**config.mk**
```make
export PLATFORM = sky130hd
export DESIGN_NAME = acwa_term
export DESIGN_NICKNAME = d
export VERILOG_FILES = /design/src/acwa_pkg.sv /design/src/acwa_term.sv
export SDC_FILE = /design/constraint.sdc
export NUM_CORES = 2
export LEC_CHECK = 0
export ABC_AREA = 0
export BUFFER_PORTS_ARGS = -buffer_cell sky130_fd_sc_hd__buf_2
export CORE_MARGIN = 2
export CORE_UTILIZATION = 45
export CTS_BUF_LIST = sky130_fd_sc_hd__clkbuf_4 sky130_fd_sc_hd__clkbuf_8
export DETAILED_ROUTE_END_ITERATION = 10
export PLACE_DENSITY = 0.6
export RECOVER_POWER = 25
export SLEW_MARGIN = 20
export SYNTH_ARGS = -nofsm -noshare
export SYNTH_HDL_FRONTEND = slang
export SYNTH_SLANG_ARGS = --single-unit
```
**constraint.sdc**
```tcl
create_clock -name clk_i -period 8.17 [get_ports clk_i]
set_clock_uncertainty 0.15 [all_clocks]
set_input_delay 0.4085 -clock clk_i [delete_from_list [all_inputs] [get_ports clk_i]]
set_output_delay 0.4085 -clock clk_i [all_outputs]
set_load 0.05 [all_outputs]
```
**src/acwa_pkg.sv**
```systemverilog
`timescale 1ns / 1ps

package acwa_pkg;

  localparam int NumWalls = 64;
  localparam int AddrW    = $clog2(NumWalls);
  localparam int WallW    = 6;
  localparam int CompW    = 16;
  localparam int ProdW    = 2 * CompW;
  localparam int TermW    = ProdW + 3;
  localparam int SumW     = 48;

  typedef enum logic [1:0] {
    DirX = 2'd0,
    DirY = 2'd1,
    DirZ = 2'd2,
    DirT = 2'd3
  } dir_e;

  localparam dir_e DirReset = DirT;

  typedef enum logic [1:0] {
    KindAcc   = 2'd0,
    KindRead  = 2'd1,
    KindClear = 2'd2,
    KindNone  = 2'd3
  } kind_e;

  typedef enum logic [1:0] {
    StIdle,
    StMul,
    StSum,
    StUpd
  } state_e;

  typedef struct packed {
    logic signed [CompW-1:0] re;
    logic signed [CompW-1:0] im;
  } cplx_t;

  typedef struct packed {
    logic             en;
    logic [AddrW-1:0] addr;
    logic [SumW-1:0]  data;
  } store_wr_t;

  typedef struct packed {
    logic             en;
    logic [AddrW-1:0] addr;
  } store_rd_t;

endpackage

```
**src/acwa_term.sv**
```systemverilog
`timescale 1ns / 1ps

module acwa_term (
  input  logic                                clk_i,
  input  logic                                load_i,
  input  acwa_pkg::dir_e                      dir_i,
  input  acwa_pkg::cplx_t                     s0_i,
  input  acwa_pkg::cplx_t                     s1_i,
  input  acwa_pkg::cplx_t                     s2_i,
  input  acwa_pkg::cplx_t                     s3_i,
  output logic signed [acwa_pkg::TermW-1:0]   term_o
);

  localparam int CompW = acwa_pkg::CompW;
  localparam int ProdW = acwa_pkg::ProdW;
  localparam int TermW = acwa_pkg::TermW;

  acwa_pkg::cplx_t a0, a1, b0, b1;
  logic use_re, sub_p2, neg;

  logic signed [CompW-1:0] fx1_q, gx1_q, fy1_q, gy1_q;
  logic signed [CompW-1:0] fx2_q, gx2_q, fy2_q, gy2_q;
  logic use_re_q, sub_p2_q, neg_q;

  logic signed [ProdW-1:0] px1_q, py1_q, px2_q, py2_q;

  logic signed [ProdW:0]   p1, p2;
  logic signed [ProdW+1:0] q;
  logic signed [TermW-1:0] q2;
  logic signed [TermW-1:0] term_d, term_q;

  always_comb begin
    a0     = s0_i;
    a1     = s1_i;
    b0     = s3_i;
    b1     = s2_i;
    use_re = 1'b0;
    sub_p2 = 1'b0;
    neg    = 1'b0;
    unique case (dir_i)
      acwa_pkg::DirX: begin
        b0 = s3_i;
        b1 = s2_i;
      end
      acwa_pkg::DirY: begin
        b0     = s3_i;
        b1     = s2_i;
        use_re = 1'b1;
        sub_p2 = 1'b1;
      end
      acwa_pkg::DirZ: begin
        b0     = s2_i;
        b1     = s3_i;
        sub_p2 = 1'b1;
      end
      acwa_pkg::DirT: begin
        b0     = s2_i;
        b1     = s3_i;
        use_re = 1'b1;
        neg    = 1'b1;
      end
      default: begin
        b0 = s3_i;
        b1 = s2_i;
      end
    endcase
  end

  // Re(b*conj(a)) = br*ar + bi*ai, Im(b*conj(a)) = bi*ar - br*ai
  always_ff @(posedge clk_i) begin
    if (load_i) begin
      fx1_q    <= use_re ? b0.re : b0.im;
      gx1_q    <= a0.re;
      fy1_q    <= use_re ? b0.im : b0.re;
      gy1_q    <= a0.im;
      fx2_q    <= use_re ? b1.re : b1.im;
      gx2_q    <= a1.re;
      fy2_q    <= use_re ? b1.im : b1.re;
      gy2_q    <= a1.im;
      use_re_q <= use_re;
      sub_p2_q <= sub_p2;
      neg_q    <= neg;
    end
  end

  always_ff @(posedge clk_i) begin
    px1_q <= ProdW'(fx1_q) * ProdW'(gx1_q);
    py1_q <= ProdW'(fy1_q) * ProdW'(gy1_q);
    px2_q <= ProdW'(fx2_q) * ProdW'(gx2_q);
    py2_q <= ProdW'(fy2_q) * ProdW'(gy2_q);
  end

  always_comb begin
    p1 = use_re_q ? ((ProdW+1)'(px1_q) + (ProdW+1)'(py1_q))
                  : ((ProdW+1)'(px1_q) - (ProdW+1)'(py1_q));
    p2 = use_re_q ? ((ProdW+1)'(px2_q) + (ProdW+1)'(py2_q))
                  : ((ProdW+1)'(px2_q) - (ProdW+1)'(py2_q));
    q  = sub_p2_q ? ((ProdW+2)'(p1) - (ProdW+2)'(p2))
                  : ((ProdW+2)'(p1) + (ProdW+2)'(p2));
    q2 = TermW'(q) <<< 1;
    term_d = neg_q ? -q2 : q2;
  end

  always_ff @(posedge clk_i) begin
    term_q <= term_d;
  end

  assign term_o = term_q;

endmodule

```
======== After elaboration in Yosys (flattened, before gate mapping) ========
Index checks and enable logic that the tools add are counted.
W data, S select, Z words.
storage, ports and cells
  input port bits ......................... 132
  logic and storage cells ................. 49
  output and inout port bits .............. 35
  flip-flop bits (word level) ............. 294
cells by class
  muxes and demuxes ....................... 13
  reductions and logical operators ........ 5
  add/subtract/negate cells ............... 7
  equality and inequality tests ........... 3
  $mul .................................... 4
operators by type and width
  kind                  count
  $mul A16 B16 Y32      4
  $pmux W32 S2          2
  $add A32 B32 Y33      2
  $mux W33              2
  $sub A32 B32 Y33      2
  $mux W16              4
  $mux W35              1
  $neg A35 Y35          1
  $add A33 B33 Y34      1
  $mux W34              1
  $sub A33 B33 Y34      1
  $reduce_or A2 Y1      4
  $eq A2 B2 Y1 const B  2
  $mux W1               3
  $eq A2 B1 Y1 const B  1
  $logic_not A2 Y1      1

======== Depth between registers and ports, before layout ========
  word-level depth ........................ 6
  gate-level depth with buffers ........... 35
  mapped depth without buffers ............ 33

======== Worst setup path after synthesis ========
Ideal clock, no wire load.
  path type ............................... flip-flop to flip-flop
  start point ............................. register py2_q[0]
  end point ............................... register term_q[34], in the netlist term_o[34]
  path buffers ............................ 1
  stages on the path, launching flop included .. 32
  setup slack ............................. 0.615 ns
  setup time .............................. 0.121 ns
  arrival time ............................ 7.285 ns
  period minus slack after synthesis ...... 7.555 ns
  required time ........................... 7.899 ns
  path through ............................ dfxtp_1 inv_1 ha_1 nor3b_1 nor4b_1 nor2_1 xnor2_1 ha_1 o21a_1 o21ai_0 nor2_1 and3_1 clkbuf_1 or3_1 o311ai_0 nand4bb_1 nor3_1 and2_1 a21oi_1 xnor2_1 ha_1 nand2_1 or4_1 or3_1 a211oi_1 nor2_1 mux2i_1 or3_1 or3b_1 o31ai_4 xnor2_1 xnor2_1
on the way
  longest elaborated chain between the ends .. 6
  elaborated cells on any way between the ends .. 8
  those cells by class .................... add/sub (5); mux (3)
RTL lines
  what                                                         RTL line                          RTL
  start, declared                                              acwa_term.sv:25                   logic signed [ProdW-1:0] px1_q, py1_q, px2_q, py2_q;
  start signal, assigned                                       acwa_term.sv:90                   py2_q <= ProdW'(fy2_q) * ProdW'(gy2_q);
  $sub A32 B32 Y33 / $add A32 B32 Y33 (equally long branches)  acwa_term.sv:97, acwa_term.sv:96
  $mux W33 (*)                                                 acwa_term.sv:96                   p2 = use_re_q ? ((ProdW+1)'(px2_q) + (ProdW+1)'(py2_q))
  $add A33 B33 Y34 / $sub A33 B33 Y34 (equally long branches)  acwa_term.sv:99, acwa_term.sv:98
  $mux W34 (*)                                                 acwa_term.sv:98                   q = sub_p2_q ? ((ProdW+2)'(p1) - (ProdW+2)'(p2))
  $neg A35 Y35                                                 acwa_term.sv:101                  term_d = neg_q ? -q2 : q2;
  $mux W35 (*)                                                 acwa_term.sv:101
  named net term_d[34]                                         acwa_term.sv:30                   logic signed [TermW-1:0] term_d, term_q;
  end signal, assigned                                         acwa_term.sv:105                  term_q <= term_d;
  end, declared                                                acwa_term.sv:30
Mark *: on every way through the listed nets, which the timed path passes. The rest lies on a longest branch.
A chain may end at the register's enable or synchronous reset.

======== Worst setup path after layout ========
  start point ............................. register use_re_q
  end point ............................... register term_q[34], in the netlist term_o[34]
on the way
  longest elaborated chain between the ends .. 5
  elaborated cells on any way between the ends .. 7
  those cells by class .................... add/sub (3); mux (4)
RTL lines
  what                                                         RTL line                          RTL
  start, declared                                              acwa_term.sv:23                   logic use_re_q, sub_p2_q, neg_q;
  start signal, assigned                                       acwa_term.sv:80                   use_re_q <= use_re;
  $mux W33, on equally long branches                           acwa_term.sv:94, acwa_term.sv:96
  $add A33 B33 Y34 / $sub A33 B33 Y34 (equally long branches)  acwa_term.sv:99, acwa_term.sv:98
  $mux W34 (*)                                                 acwa_term.sv:98
  $neg A35 Y35                                                 acwa_term.sv:101
  $mux W35 (*)                                                 acwa_term.sv:101
  named net term_d[34]                                         acwa_term.sv:30
Marked as above.

==> results.json <==
{
  "regToRegSetupSlack_ns": 0.43,
  "die_y_um": 353,
  "drc_errors": 0,
  "rr_worst_depth": 27,
  "critPathTopFamily": "compound AO/OA/AOI/OAI gates",
  "num_vias": 39942,
  "hold_viol_final": 0,
  "slew_violations": 58,
  "fmax_mhz": 129,
  "yosysWarningCount": 0,
  "async_reset_ff_share_pct": 0,
  "cts_inserted_buffers": 55,
  "min_to": "fy1_q[5]",
  "max_cap_violations": 1,
  "yosysSeqAreaShare_pct": 13.1,
  "crit_buf_inv": 3,
  "cp.depth": 27,
  "r2r_start": "use_re_q",
  "ctsRootBufferMaster": "clkbuf_8",
  "cts.clk_slew.worst_paths_ns": 0.06,
  "hold_path.class": "in2reg",
  "syn_nets": 7444,
  "required_ns": 8.63,
  "grt_pass1_wl_mm": 237,
  "syn_inst": 5827,
  "clockBufferDepth": 3,
  "htree_levels": 2,
  "finalCriticalPeriod_ns": 7.74,
  "drt-initial-drc-count": 2430,
  "yosys_most_used_dff": "dfxtp_1",
  "slowest_stage": "a2111oi_0",
  "synth_edf_count": 131,
  "drive_gt1_share_pct": 6.36,
  "multiInputGateArea_um2": 42700,
  "crit_path_end_kind": "flip-flop",
  "die-area_um2": 125000,
  "area_delta_synth_final_pct": 10.0,
  "fin_nets": 7699,
  "start_util_pct": 45.3,
  "die_w_um": 353,
  "synth.avg_cell_area_um2": 9.43,
  "relSlewSlack_pct": -116,
  "viasPerCell": 5.15,
  "coreArea_um2": 121000,
  "worst_ep_arrival_time_ns": 8.20,
  "clock_latency_ns": 0.75,
  "antenna_found_initial": 11,
  "rows": 128,
  "cts.sinks": 293,
  "synth_seq_cells": 293,
  "dpl.hpwl_mm": 121,
  "grt_max_degree": 65,
  "finalWirelength_mm": 147,
  "fillers": 11576,
  "fin_hold_ws_ns": 0.0409,
  "violations": "capacitance limit, slew limit",
  "cp_common_cell": "xnor2_1",
  "crit_type": "reg2reg",
  "tightest_slew_ns": 3.24,
  "avgRoutedWirePerCell_um": 19.0,
  "min-delay-start": "s2_i[21]",
  "r2r_end": "term_o[34]",
  "slowest_delay_ns": 0.61,
  "synth_cell_type_count": 88,
  "grt_remaining_overflow": 0,
  "ant_nets": 0,
  "outcome": "complete, but fails checks",
  "gp_congestion": 0.918,
  "ios": 167,
  "dr.pass1.iters": 5,
  "regArea_um2": 7180,
  "start_kind": "flip-flop",
  "setup_viol": 0,
  "netlist_area_um2": 54900,
  "hold_path_depth": 3,
  "stdcell_count": 7757,
  "fin_crit_sh_pct": 94.8,
  "port-buffer-count": 165,
  "cts_tree": "yes",
  "placed_cells": 7523,
  "cts_setup_buffers": 0,
  "critPathMaxFanout": 42,
  "grt_usage_pct": 24.3,
  "grt_pass1_vias": 42318
}
-- registers in the layout, indices dropped and copies added (netlist names), 32 cells and up --
name    cells
py2_q      32
px1_q      32
px2_q      32
py1_q      32
term_o     34
-- timing repair --
action / in CTS / in global routing
hold buffers: 127 / 0
hold endpoints to repair: 109 / 0
resized for setup: 0 / 20
setup endpoints to repair: 0 / 8
-- kinds of logic (layout without fill, tap and decap cells) --
kind of cell,Yosys count,in the layout,share of synthesized area (%)
adders and majority gates,1485,1485,48.2
muxes,134,134,2.45
DFF,293,293,13.1
buffers and inverters,1376,1677,9.42
other,1,5,0.00682
AOI/OAI and AO/OA,625,625,7.40
and+or+nand+nor,1571,1571,14.0
xor gates and xnor gates,342,342,5.45
-- worst register-to-register path, delay by kind of cell, from the launching register on --
family,cells,cell delay [ns]
buffers and inverters,3,0.78
adder cells (fa/ha/maj),2,0.74
AO/OA/AOI/OAI,13,3.51
flip-flops,1,0.59
XOR/XNOR,4,0.77
AND/OR/NAND/NOR,5,1.07
-- area by class of cell --
cell class,instances,share of cell area (%)
Clock inverter,27,0.608
Tap cell,1625,3.36
Clock buffer,76,1.66
Timing Repair Buffer,371,4.40
Inverter,1203,7.47
Antenna cell,4,0.0166
Sequential cell,293,11.9
Multi-Input combinational cell,4158,70.6
-- synthesized netlist by cell type, drive strengths merged, types with 94 or more instances --
cell type,instances,share of area [%]
o21ai,114,1.0
inv,1203,8.2
clkbuf,164,1.1
dfxtp,162,5.9
xnor2,228,3.6
nand2b,94,1.1
edfxtp,131,7.2
ha,434,9.9
and2,411,4.7
xor2,114,1.8
fa,1051,38
mux2i,131,2.4
nand2,686,4.7
a21oi,209,1.9
nor2,154,1.1
-- cells in the final DEF (no fill, tap or decap), drive strengths merged, types with 12 or more instances in the layout --
master and count:
xor2 114, inv 1207, edfxtp 131, and3 23, nor4 14, nand3 39
a21boi 12, or3 27, or2 13, ha 434, nor3 46, clkbuf 89
and2 411, dfxtp 162, nand2b 94, fa 1051, xnor2 228, o211ai 12
mux2i 131, clkinv 13, buf 231, nor2b 18, o31ai 17, o21a 20
a211oi 21, nand2 686, a21o 78, a31oi 26, nor2 154, o21bai 26
a21oi 209, o21ai 114, dlygate4sd3 127
-- worst max-delay path by stage --
stage / startpoint / endpoint / slack, ns
detailed placement: py2_q[0] / term_o[34] / 0.28
global route: py2_q[0] / term_o[34] / -0.01
global placement: py2_q[0] / term_o[34] / 0.32
CTS: py2_q[0] / term_o[34] / 0.23
floorplan: py2_q[0] / term_o[34] / 0.61
finish: use_re_q / term_o[34] / 0.43
-- through the flow --
stage | utilization, % | instance area [um^2] | TNS, ns | setup slack [ns]
after floorplan | - | 54900 | 0 | 0.615
after global placement | 47.6 | 57800 | 0 | 0.321
after detailed placement | 47.6 | 57800 | 0 | 0.282
after CTS | 49.8 | 60400 | 0 | 0.226
after global routing | 49.8 | 60500 | -0.0133 | -0.0133
final | 49.8 | 60500 | 0 | 0.428
-- metal layers --
metal	GRT usage (%)	up-vias	part of all wire (%)
li1	-	18557	-
met1	34.2	20134	45
met3	4.37	169	6.3
met4	6.28	4	2.7
met2	38.8	1078	46
met5	0	-	0.016
Power is left out: the tool's default activity adds up to more than one toggle a clock period on the data nets, which glitch-free logic cannot reach.
